==> src/hdl/mswipe_pkg.sv <==
// Package for the swipe gesture detector: field codes, register indexes,
// reset values and the swipe direction type. No dependencies.
`default_nettype none

package mswipe_pkg;

   localparam int unsigned VALUE_WIDTH = 16;
   localparam int unsigned CSR_INDEX_WIDTH = 2;
   localparam int unsigned CSR_DATA_WIDTH = 16;
   localparam int unsigned REQ_USER_WIDTH = 5;
   localparam int unsigned RSP_DATA_WIDTH = 8;

   localparam logic [CSR_INDEX_WIDTH-1:0] CSR_THRESHOLD = 2'd0;
   localparam logic [CSR_INDEX_WIDTH-1:0] CSR_COOLDOWN = 2'd1;

   localparam logic [CSR_DATA_WIDTH-1:0] THRESHOLD_RESET = 16'd100;
   localparam logic [CSR_DATA_WIDTH-1:0] COOLDOWN_RESET = 16'd400;

   localparam logic ACT_MOTION = 1'b0;
   localparam logic ACT_TICK = 1'b1;

   localparam logic [1:0] AXIS_X = 2'd0;
   localparam logic [1:0] AXIS_Y = 2'd1;

   typedef enum logic [1:0] {
      DIR_RIGHT = 2'd0,
      DIR_LEFT  = 2'd1,
      DIR_UP    = 2'd2,
      DIR_DOWN  = 2'd3
   } dir_type;

   typedef struct packed {
      logic [1:0]             axis;
      logic                   is_relative;
      logic                   layer_active;
      logic                   action;
      logic [VALUE_WIDTH-1:0] motion_value;
      logic                   sync_flag;
   } item_type;

endpackage

`default_nettype wire

==> src/hdl/motion_swipe_gesture_detector.sv <==
// Swipe gesture detector top level: input register, motion accumulators,
// cooldown counter and result register. Depends on mswipe_pkg.
//
// Use: items arrive on the req_ stream. A millisecond tick (action = 1) only
// counts the cooldown down. A motion item (action = 0) clears both sums while
// the layer is inactive, otherwise a relative X or Y delta is added to its
// saturating sum. When such a delta carries req_tlast (frame sync), once the
// cooldown has run out and either absolute sum reaches the threshold, one
// swipe direction is sent on the rsp_ stream, the sums clear and the cooldown
// restarts from cooldown_ms.
// Flow: an accepted item waits in the input register until it is processed,
// and its result, if any, is registered in the result register behind rsp_tvalid.
// Throughput: one item per cycle while the result stream does not stall, as each
// item reads and writes the sum and cooldown registers in one update.
// When rsp_tready is low with a result pending, the item in the input register
// waits and req_tready stays high only while that register is empty.
// Reset clears both sums, loads threshold 100, cooldown_ms 400 and a running
// cooldown of 400, and empties both registers. The csr_ port is always ready
// and should be written only while no item is in flight.
`default_nettype none

module motion_swipe_gesture_detector
   import mswipe_pkg::*;
#(
   parameter int unsigned SUM_WIDTH = 24
) (
   input  wire logic                       clock,
   input  wire logic                       reset,
   input  wire logic                       req_tvalid,
   output logic                            req_tready,
   // motion_value [15:0]
   input  wire logic [VALUE_WIDTH-1:0]     req_tdata,
   // action [0], layer_active [1], is_relative [2], axis [4:3]
   input  wire logic [REQ_USER_WIDTH-1:0]  req_tuser,
   input  wire logic                       req_tlast,
   output logic                            rsp_tvalid,
   input  wire logic                       rsp_tready,
   // direction [1:0], zero above
   output logic [RSP_DATA_WIDTH-1:0]       rsp_tdata,
   input  wire logic                       csr_valid,
   output logic                            csr_ready,
   input  wire logic [CSR_INDEX_WIDTH-1:0] csr_index,
   input  wire logic [CSR_DATA_WIDTH-1:0]  csr_wdata
);

   localparam int unsigned EXT_WIDTH = SUM_WIDTH + 1;
   localparam logic [SUM_WIDTH-1:0] SUM_MAX = {1'b0, {(SUM_WIDTH-1){1'b1}}};
   localparam logic [SUM_WIDTH-1:0] SUM_MIN = {1'b1, {(SUM_WIDTH-1){1'b0}}};

   logic                      s1_valid_ff, s1_valid_in;
   item_type                  s1_item_ff, s1_item_in;
   logic [SUM_WIDTH-1:0]      sum_x_ff, sum_x_in;
   logic [SUM_WIDTH-1:0]      sum_y_ff, sum_y_in;
   logic [CSR_DATA_WIDTH-1:0] cooldown_left_ff, cooldown_left_in;
   logic [CSR_DATA_WIDTH-1:0] threshold_ff, threshold_in;
   logic [CSR_DATA_WIDTH-1:0] cooldown_ms_ff, cooldown_ms_in;
   logic                      rsp_valid_ff, rsp_valid_in;
   dir_type                   rsp_dir_ff, rsp_dir_in;

   logic                      proc;
   logic                      fire;
   logic                      add_x;
   logic                      add_y;
   logic [SUM_WIDTH-1:0]      acc;
   logic [EXT_WIDTH-1:0]      acc_ext;
   logic [SUM_WIDTH-1:0]      acc_sat;
   logic [SUM_WIDTH-1:0]      new_x;
   logic [SUM_WIDTH-1:0]      new_y;
   logic [SUM_WIDTH-1:0]      mag_x;
   logic [SUM_WIDTH-1:0]      mag_y;
   logic [SUM_WIDTH-1:0]      thr_ext;
   dir_type                   dir;

   assign proc = s1_valid_ff && (!rsp_valid_ff || rsp_tready);
   assign req_tready = !s1_valid_ff || proc;
   assign csr_ready = 1'b1;
   assign rsp_tvalid = rsp_valid_ff;
   assign rsp_tdata = {{(RSP_DATA_WIDTH-2){1'b0}}, rsp_dir_ff};

   always_comb begin
      s1_valid_in = s1_valid_ff;
      s1_item_in = s1_item_ff;
      if (req_tvalid && req_tready) begin
         s1_valid_in = 1'b1;
         s1_item_in.action = req_tuser[0];
         s1_item_in.layer_active = req_tuser[1];
         s1_item_in.is_relative = req_tuser[2];
         s1_item_in.axis = req_tuser[4:3];
         s1_item_in.motion_value = req_tdata;
         s1_item_in.sync_flag = req_tlast;
      end else if (proc) begin
         s1_valid_in = 1'b0;
      end
   end

   // One saturating adder serves whichever axis the item names.
   always_comb begin
      add_x = s1_item_ff.action == ACT_MOTION && s1_item_ff.layer_active
              && s1_item_ff.is_relative && s1_item_ff.axis == AXIS_X;
      add_y = s1_item_ff.action == ACT_MOTION && s1_item_ff.layer_active
              && s1_item_ff.is_relative && s1_item_ff.axis == AXIS_Y;
      acc = add_y ? sum_y_ff : sum_x_ff;
      acc_ext = {acc[SUM_WIDTH-1], acc}
                + {{(EXT_WIDTH-VALUE_WIDTH){s1_item_ff.motion_value[VALUE_WIDTH-1]}},
                   s1_item_ff.motion_value};
      if (acc_ext[EXT_WIDTH-1] != acc_ext[EXT_WIDTH-2]) begin
         acc_sat = acc_ext[EXT_WIDTH-1] ? SUM_MIN : SUM_MAX;
      end else begin
         acc_sat = acc_ext[SUM_WIDTH-1:0];
      end
      new_x = add_x ? acc_sat : sum_x_ff;
      new_y = add_y ? acc_sat : sum_y_ff;
      mag_x = new_x[SUM_WIDTH-1] ? (~new_x + 1'b1) : new_x;
      mag_y = new_y[SUM_WIDTH-1] ? (~new_y + 1'b1) : new_y;
      thr_ext = {{(SUM_WIDTH-CSR_DATA_WIDTH){1'b0}}, threshold_ff};
      fire = (add_x || add_y) && s1_item_ff.sync_flag && cooldown_left_ff == '0
             && (mag_x >= thr_ext || mag_y >= thr_ext);
      if (mag_x >= mag_y) begin
         dir = (!new_x[SUM_WIDTH-1] && new_x != '0) ? DIR_RIGHT : DIR_LEFT;
      end else begin
         dir = new_y[SUM_WIDTH-1] ? DIR_UP : DIR_DOWN;
      end
   end

   always_comb begin
      sum_x_in = sum_x_ff;
      sum_y_in = sum_y_ff;
      cooldown_left_in = cooldown_left_ff;
      rsp_valid_in = rsp_valid_ff && !rsp_tready;
      rsp_dir_in = rsp_dir_ff;
      if (proc) begin
         if (s1_item_ff.action == ACT_TICK) begin
            if (cooldown_left_ff != '0) begin
               cooldown_left_in = cooldown_left_ff - 1'b1;
            end
         end else if (!s1_item_ff.layer_active || fire) begin
            sum_x_in = '0;
            sum_y_in = '0;
         end else begin
            sum_x_in = new_x;
            sum_y_in = new_y;
         end
         if (fire) begin
            cooldown_left_in = cooldown_ms_ff;
            rsp_valid_in = 1'b1;
            rsp_dir_in = dir;
         end
      end
   end

   always_comb begin
      threshold_in = threshold_ff;
      cooldown_ms_in = cooldown_ms_ff;
      if (csr_valid && csr_ready) begin
         case (csr_index)
            CSR_THRESHOLD: threshold_in = csr_wdata;
            CSR_COOLDOWN: cooldown_ms_in = csr_wdata;
            default: begin
            end
         endcase
      end
   end

   always_ff @(posedge clock) begin
      if (reset) begin
         s1_valid_ff <= 1'b0;
         rsp_valid_ff <= 1'b0;
         sum_x_ff <= '0;
         sum_y_ff <= '0;
         cooldown_left_ff <= COOLDOWN_RESET;
         threshold_ff <= THRESHOLD_RESET;
         cooldown_ms_ff <= COOLDOWN_RESET;
      end else begin
         s1_valid_ff <= s1_valid_in;
         rsp_valid_ff <= rsp_valid_in;
         sum_x_ff <= sum_x_in;
         sum_y_ff <= sum_y_in;
         cooldown_left_ff <= cooldown_left_in;
         threshold_ff <= threshold_in;
         cooldown_ms_ff <= cooldown_ms_in;
      end
   end

   always_ff @(posedge clock) begin
      s1_item_ff <= s1_item_in;
      rsp_dir_ff <= rsp_dir_in;
   end

   // A swipe restarts the cooldown from the programmed value.
   assert property (@(posedge clock) disable iff (reset)
      proc && fire |=> cooldown_left_ff == $past(cooldown_ms_ff))
      else $error("cooldown not reloaded after a swipe");

   // A swipe leaves both sums cleared.
   assert property (@(posedge clock) disable iff (reset)
      proc && fire |=> sum_x_ff == '0 && sum_y_ff == '0)
      else $error("sums not cleared after a swipe");

   // Nothing fires while the cooldown is still running.
   assert property (@(posedge clock) disable iff (reset)
      cooldown_left_ff != '0 |-> !fire)
      else $error("swipe fired during cooldown");

   // A waiting item in the input register is neither lost nor overwritten.
   assert property (@(posedge clock) disable iff (reset)
      s1_valid_ff && !proc |=> s1_valid_ff && $stable(s1_item_ff))
      else $error("pending item dropped or overwritten");

   // A new result is only loaded when the previous one has left.
   assert property (@(posedge clock) disable iff (reset)
      proc && fire |-> !rsp_valid_ff || rsp_tready)
      else $error("result register overrun");

endmodule

`default_nettype wire

==> config.mk <==
export PLATFORM = sky130hd
export DESIGN_NAME = motion_swipe_gesture_detector
export DESIGN_NICKNAME = d
export VERILOG_FILES = /design/src/hdl/mswipe_pkg.sv /design/src/hdl/motion_swipe_gesture_detector.sv
export SDC_FILE = /design/constraint.sdc
export NUM_CORES = 1
export LEC_CHECK = 0
export BUFFER_PORTS_ARGS = -buffer_cell sky130_fd_sc_hd__buf_2
export CORE_UTILIZATION = 40
export DETAILED_ROUTE_END_ITERATION = 10
export PLACE_DENSITY = 0.65
export SYNTH_ARGS = -nofsm -noshare
export SYNTH_HDL_FRONTEND = slang
export SYNTH_SLANG_ARGS = --single-unit
==> constraint.sdc <==
create_clock -name clock -period 8.7 [get_ports clock]
set_input_delay 0 -clock clock [delete_from_list [all_inputs] [get_ports clock]]
set_output_delay 0 -clock clock [all_outputs]
set_load 0.03 [all_outputs]
Yosys cells after proc, flatten, opt, wreduce, memory -nomap -nowiden
Cells that the tools add are included.
{ "classes": {"n_eq_ne": 3, "mux": 19, "magnitude_cmp": 3, "reduce_logical": 34, "addsub": 4, "bitwise_logic": 3} }
{ "op_table": {"columns": ["op", "n"], "rows": [
  ["2-to-1 mux 24 bit", 9],
  ["adder 24 x 1 -> 24 bit, second input constant", 2],
  ["greater-or-equal comparator 24 x 16 -> 1 bit", 2],
  ["2-to-1 mux 16 bit", 3],
  ["NOT 24 bit", 2],
  ["adder 24 x 16 -> 25 bit", 1],
  ["greater-or-equal comparator 24 bit", 1],
  ["nonzero test 24 bit", 1],
  ["zero test 16 bit", 1],
  ["nonzero test 16 bit", 1],
  ["subtractor 16 x 1 -> 16 bit, second input constant", 1],
  ["logical AND 1 bit", 11],
  ["AND reduction 2 bit", 4],
  ["2-to-1 mux 1 bit", 6],
  ["nonzero test 2 bit", 3],
  ["zero test 1 bit", 5],
  ["logical OR 1 bit", 5],
  ["equality test 2 x 1 -> 1 bit, second input constant", 2],
  ["zero test 2 bit", 2],
  ["AND reduction 3 bit", 1],
  ["2-to-1 mux 2 bit", 1],
  ["inequality test 1 bit", 1],
  ["NOT 1 bit", 1]
]} }
{ "totals": {"elab_cells": 80, "ff_bits": 122} }

Depth between registers and ports, before layout
{ "logic_depth": {"ltp_word": 17, "ltp_mapped": 52, "ltp_nobuf": 43} }

Worst setup path before layout
OpenSTA, ideal clock, no wires.
{ "synth_timing": {"kind": "register to register", "start": "reg s1_item_ff[17] in the netlist's numbering", "end": "reg cooldown_left_ff[8]", "t_arrival_ns": 9.482, "path_slack_ns": -0.898, "n_path_buf": 10, "required_time_ns": 8.585, "synth_period_minus_slack_ns": 9.598, "stages_incl_launch_ff": 50, "setup_ns": 0.115, "cell_sequence": "edfxtp_1 > and4bb_2 > and2_1 > clkbuf_1 > buf_1 > clkbuf_1 > clkbuf_1 > clkbuf_1 > clkbuf_1 > nand2_1 > nand2_1 > ha_1 > clkbuf_1 > a21oi_1 > o21a_1 > a21boi_1 > nor2_1 > nor2_1 > [14 not listed] > nor2_1 > nand2_1 > nor2_1 > inv_1 > o21ai_0 > xnor2_1 > ha_1 > a21o_1 > a21o_1 > a221oi_1 > o211ai_1 > a2111o_1 > a2111oi_2 > nand4b_1 > o21a_1 > buf_6 > a311o_1 > a31o_1"} }
{ "synth_between": {"elab_chain_cells": 17} }
{ "synth_rtl": {"columns": ["element", "line", "source"], "rows": [
  ["from (decl)", "motion_swipe_gesture_detector.sv:51", "item_type s1_item_ff, s1_item_in;"],
  ["from (signal assigned)", "motion_swipe_gesture_detector.sv:185", "s1_item_ff <= s1_item_in;"],
  ["NOT 1 bit (no source line)", null, null],
  ["logical AND 1 bit", "motion_swipe_gesture_detector.sv:98, motion_swipe_gesture_detector.sv:100", null],
  ["logical AND 1 bit", "motion_swipe_gesture_detector.sv:99, motion_swipe_gesture_detector.sv:101", null],
  ["logical AND 1 bit", "motion_swipe_gesture_detector.sv:101", "&& s1_item_ff.is_relative && s1_item_ff.axis == AXIS_Y;"],
  ["2-to-1 mux 24 bit", "motion_swipe_gesture_detector.sv:102", "acc = add_y ? sum_y_ff : sum_x_ff;"],
  ["adder 24 x 16 -> 25 bit", "motion_swipe_gesture_detector.sv:104", "+ {{(EXT_WIDTH-VALUE_WIDTH){s1_item_ff.motion_value[VALUE_WIDTH-1]}},"],
  ["2-to-1 mux 24 bit or inequality test 1 bit (tied branches)", "motion_swipe_gesture_detector.sv:107, motion_swipe_gesture_detector.sv:106", null],
  ["2-to-1 mux 24 bit", "motion_swipe_gesture_detector.sv:106", "if (acc_ext[EXT_WIDTH-1] != acc_ext[EXT_WIDTH-2]) begin"],
  ["2-to-1 mux 24 bit (on tied branches)", "motion_swipe_gesture_detector.sv:111, motion_swipe_gesture_detector.sv:112", null],
  ["NOT 24 bit (on tied branches)", "motion_swipe_gesture_detector.sv:113, motion_swipe_gesture_detector.sv:114", null],
  ["adder 24 x 1 -> 24 bit (on tied branches)", "motion_swipe_gesture_detector.sv:113, motion_swipe_gesture_detector.sv:114", null],
  ["2-to-1 mux 24 bit (on tied branches)", "motion_swipe_gesture_detector.sv:113, motion_swipe_gesture_detector.sv:114", null],
  ["greater-or-equal comparator 24 x 16 -> 1 bit", "motion_swipe_gesture_detector.sv:117", "&& (mag_x >= thr_ext || mag_y >= thr_ext);"],
  ["logical OR 1 bit", "motion_swipe_gesture_detector.sv:117", null],
  ["logical AND 1 bit", "motion_swipe_gesture_detector.sv:117", null],
  ["nonzero test 2 bit (no source line)", null, null],
  ["AND reduction 3 bit (no source line)", null, null],
  ["to (signal assigned)", "motion_swipe_gesture_detector.sv:178", "cooldown_left_ff <= cooldown_left_in;"],
  ["to (decl)", "motion_swipe_gesture_detector.sv:54", "logic [CSR_DATA_WIDTH-1:0] cooldown_left_ff, cooldown_left_in;"]
]} }
Parallel ways exist; a longest one is shown, timed or not.
A chain may end at the register's enable or synchronous reset.

Worst setup path in the final report
{ "layout_timing": {"start": "reg s1_item_ff[21] in the netlist's numbering", "end": "reg cooldown_left_ff[8]"} }
{ "layout_between": {"elab_chain_cells": 15} }
{ "layout_rtl": {"columns": ["element", "line"], "rows": [
  ["equality test 2 x 1 -> 1 bit", "motion_swipe_gesture_detector.sv:101"],
  ["logical AND 1 bit", "motion_swipe_gesture_detector.sv:101"],
  ["2-to-1 mux 24 bit", "motion_swipe_gesture_detector.sv:102"],
  ["adder 24 x 16 -> 25 bit", "motion_swipe_gesture_detector.sv:104"],
  ["2-to-1 mux 24 bit or inequality test 1 bit (tied branches)", "motion_swipe_gesture_detector.sv:107, motion_swipe_gesture_detector.sv:106"],
  ["2-to-1 mux 24 bit", "motion_swipe_gesture_detector.sv:106"],
  ["2-to-1 mux 24 bit (on tied branches)", "motion_swipe_gesture_detector.sv:111, motion_swipe_gesture_detector.sv:112"],
  ["NOT 24 bit (on tied branches)", "motion_swipe_gesture_detector.sv:113, motion_swipe_gesture_detector.sv:114"],
  ["adder 24 x 1 -> 24 bit (on tied branches)", "motion_swipe_gesture_detector.sv:113, motion_swipe_gesture_detector.sv:114"],
  ["2-to-1 mux 24 bit (on tied branches)", "motion_swipe_gesture_detector.sv:113, motion_swipe_gesture_detector.sv:114"],
  ["greater-or-equal comparator 24 x 16 -> 1 bit", "motion_swipe_gesture_detector.sv:117"],
  ["logical OR 1 bit", "motion_swipe_gesture_detector.sv:117"],
  ["logical AND 1 bit (*)", "motion_swipe_gesture_detector.sv:117"],
  ["nonzero test 2 bit (no source line)", null],
  ["AND reduction 3 bit (no source line)", null]
]} }
Mark *: on every way between the ends. The rest lies on a longest branch, timed or not.

==> summary.md <==
| Metric | Value |
|---|---|
| Clock power share | a little over two fifths |
| Final setup viols | 0 |
| Max_cap viols | 0 |
| PwrDens | 140 mW/mm² |
| Hold Vio Cnt, Final | 0 |
| Hold path depth | 5 |
| Clock root buffer master | clkbuf_16 |
| Crit path time final | roughly 8400 ps |
| Antenna diode count | 0 |
| WS Path Type | reg2reg |
| Register area share after synthesis | 26.7% |
| Clock buffer depth | 2 |
| Area contributors post-synth | dfxtp_1, ha_1, nand2_1 |
| Design area | around 0.012 mm² |
| Clock slew at reported path FFs | roughly 70 ps |
| Starting Density | 41.1% |
| EDFF count, synth | 24 |
| Switching share of power | 31.6% |
| Die height | 160 µm |
| GP Congestion | 0.930 |
| Final wirelength | 31500 µm |
| Top-area cell type share of the netlist area | roughly a fifth |
| Top-Level Pins | 56 |
| Drt drc | 0 |
| Vias per inst | 5.83 |
| CTS Sinks | about 120 |
| Fin util | about 50% |
| Critical Path AT | 8690 ps |
| Synth Flop Type | dfxtp_1 |
| Area growth from synthesis to final layout | 22.1% |
| Cell Area, Placed | around 0.011 mm² |
| Starting DRC count in detailed routing | roughly 870 |
| Setup_tns | 0 ps |
| Syn Area/Cell | ~7.7 µm² |
| Crit-path max FO | 28 |
| Ys async rst share | 0% |
| WL/cell | between 15 and 20 µm |
| Kind of end point of the critical path | register |
| Reg2reg path depth | 40 |
| Clock skew | 11.0 ps |
| Logic pwr share | 21.0% |
| Tot GR Track Use | approximately a quarter |
| Worst-Skew Late Latency | between 400 and 500 ps |
| Final period util | between 90% and 100% |
| H-tree depth | 4 |
| Post-Synthesis Cells | 1301 |
| Synth Register Bits | 122 |
| Area leader, netlist | dfxtp_1 |
| Flop pwr share | a little over a third |
| Drt first pass iters | 5 |
| Die area | approximately 0.026 mm² |
| Leakage | just under 0.005 µW |
| Distinct cell type count after synthesis | 94 |
| PortBufs | 48 |
| Top post-synthesis cells by count | nand2_1, nor2_1, a21oi_1, dfxtp_1, ha_1 |
| Worst Tran Pin Value | ~1000 ps |
| Detail Placement HPWL | 23200 µm |
| Maximum clock frequency | 119 MHz |
| Share of cells above drive strength 1 | about 16% |
| Global-route wire length before repair | 49300 µm |
| Worst EP required | 9020 ps |
| Die width | about 160 µm |
| FP Rows | 57 |
| Grt total ovfl | 0 |
| Number of global-route vias before repair | about 9400 |
| Slew Limit Fails | 0 |
| Total CTS buffers | 17 |
| Antenna violations before repair | 0 |
| Crit-path max cell delay | 440 ps |
| Routed vias | around 10000 |
| NetSw | approximately 540 µW |
| Nets | ~1500 |
| Peak supply drop | 0.000104 V |
| Internal | approximately 1200 µW |
| Worst R2R Setup Slack | 330 ps |
| Synth warn | 0 |
| DRT antenna net count | 0 |
| Status | finished clean |
| Worst hold path type | in2reg |
| Core ar. | between 0.02 and 0.025 mm² |
| Slowest cell on crit path | nor3b_1 |
| TritonCTS clock tree | yes |
| Worst setup SP type | register |
| Fin Hold WS | around 120 ps |
| Largest net degree at the start of global routing | 57 |
| Most common cell in the netlist | nand2_1 |
| Slew headroom | 32.3% |
| Netlist Area Pre-Place | around 0.010 mm² |
| Cell mode on critical path | buf_4 |
-- critical path, delay by kind of cell, from the launching register on --
kind | cells | cell delay (ps)
AOI/OAI and AO/OA | 18 | 3470
adders and majority gates | 3 | 940
DFF | 1 | 380
xor gates and xnor gates | 2 | 400
buffers and inverters | 5 | 900
and+or+nand+nor | 12 | 2150
-- sequential cells by signal, summed over array words and instances (netlist names) --
| signal | cells |
|---|---|
| sum_y_ff | 24 |
| s1_valid_ff | 1 |
| cooldown_left_ff | 16 |
| s1_item_ff | 22 |
| sum_x_ff | 24 |
| rsp_tvalid | 1 |
| threshold_ff | 16 |
| rsp_dir_ff | 2 |
| cooldown_ms_ff | 16 |
-- final timing paths --
kind                                     start                          endpoint
setup / recovery      s1_item_ff[21]$_DFFE_PP_  cooldown_left_ff[8]$_SDFFE_PP1P_
hold / removal                    csr_index[0]      threshold_ff[3]$_SDFFE_PP0P_
setup reg to reg      s1_item_ff[21]$_DFFE_PP_  cooldown_left_ff[8]$_SDFFE_PP1P_
hold reg to reg   threshold_ff[3]$_SDFFE_PP0P_      threshold_ff[3]$_SDFFE_PP0P_
-- logic make-up (layout without fill, tap and decap cells) --
kind of cell    count (synthesis)  in the layout  share of synthesized area (%)
compound gates                394            395                           27.1
xor+xnor                       52             52                           4.54
fa+ha+maj                      86             86                           10.8
buf+inv                       122            242                           5.06
flops                         122            122                           26.7
mux                            19             19                           1.91
other cells                     2              7                         0.0748
simple gates                  504            505                           23.8
-- power groups by stage --
stage	clock (µW)	combinational, µW	sequential, µW
floorplan	0	227	614
global placement	0	320	617
detailed placement	0	322	617
CTS	758	339	605
global route	785	394	607
finish	754	361	605
-- metal layers --
layer | GRT usage [%] | share of wire (%) | vias up
met1 | 32.3 | 45 | 4740
met5 | 0 | 0 | -
met2 | 39.0 | 46 | 407
met4 | 8.48 | 2.8 | 0
li1 | - | - | 4992
met3 | 3.54 | 6.7 | 70
-- layout by cell type, fill, tap and decap left out, types with 6 or more instances in the layout --
master,n
a22o_1,17
nand3_1,15
nand3b_1,6
dlygate4sd3_1,43
nand2_1,235
o21ai_1,13
ha_1,82
nor2_1,99
xnor2_1,33
a21oi_1,93
buf_4,62
xor2_1,19
o32ai_1,6
or3_1,7
a21o_1,35
o211ai_1,6
a31oi_1,23
nor3_1,26
nor4_1,13
o2111ai_1,6
mux2i_1,16
dfxtp_1,98
nand4_1,18
clkbuf_16,21
buf_2,48
nand2b_1,11
nor2b_1,9
edfxtp_1,24
o21bai_1,6
and3_1,8
a32o_1,18
inv_1,47
a21oi_2,10
conb_1,7
o21ai_0,71
-- per-stage QoR --
step / cells / setup slack, ps / total power [µW]
after floorplan: 1306 / 27.4 / 841
after global placement: 1663 / 33.8 / 937
after detailed placement: 1663 / -50.9 / 940
after CTS: 1738 / 4.37 / 1700
after global routing: 1752 / -83.4 / 1790
final: 1752 / 330 / 1720
-- layout make-up --
type | count | area, µm²
Clock inverter | 13 | 141
Inverter | 48 | 180
Multi-Input combinational cell | 1064 | 7070
Tap cell | 324 | 405
Timing Repair Buffer | 162 | 1310
Sequential cell | 122 | 2680
Clock buffer | 19 | 475
Fill cell | 2375 | 12200
-- what timing repair did --
item	4_1_cts	5_1_grt
pin swaps	0	14
setup endpoints to repair	44	67
hold buffers	43	0
gates cloned	0	4
buffers inserted	0	10
resized for setup	1	40
endpoints found under the hold margin	56	0
Note: power is estimated with default switching activity, not from simulation.
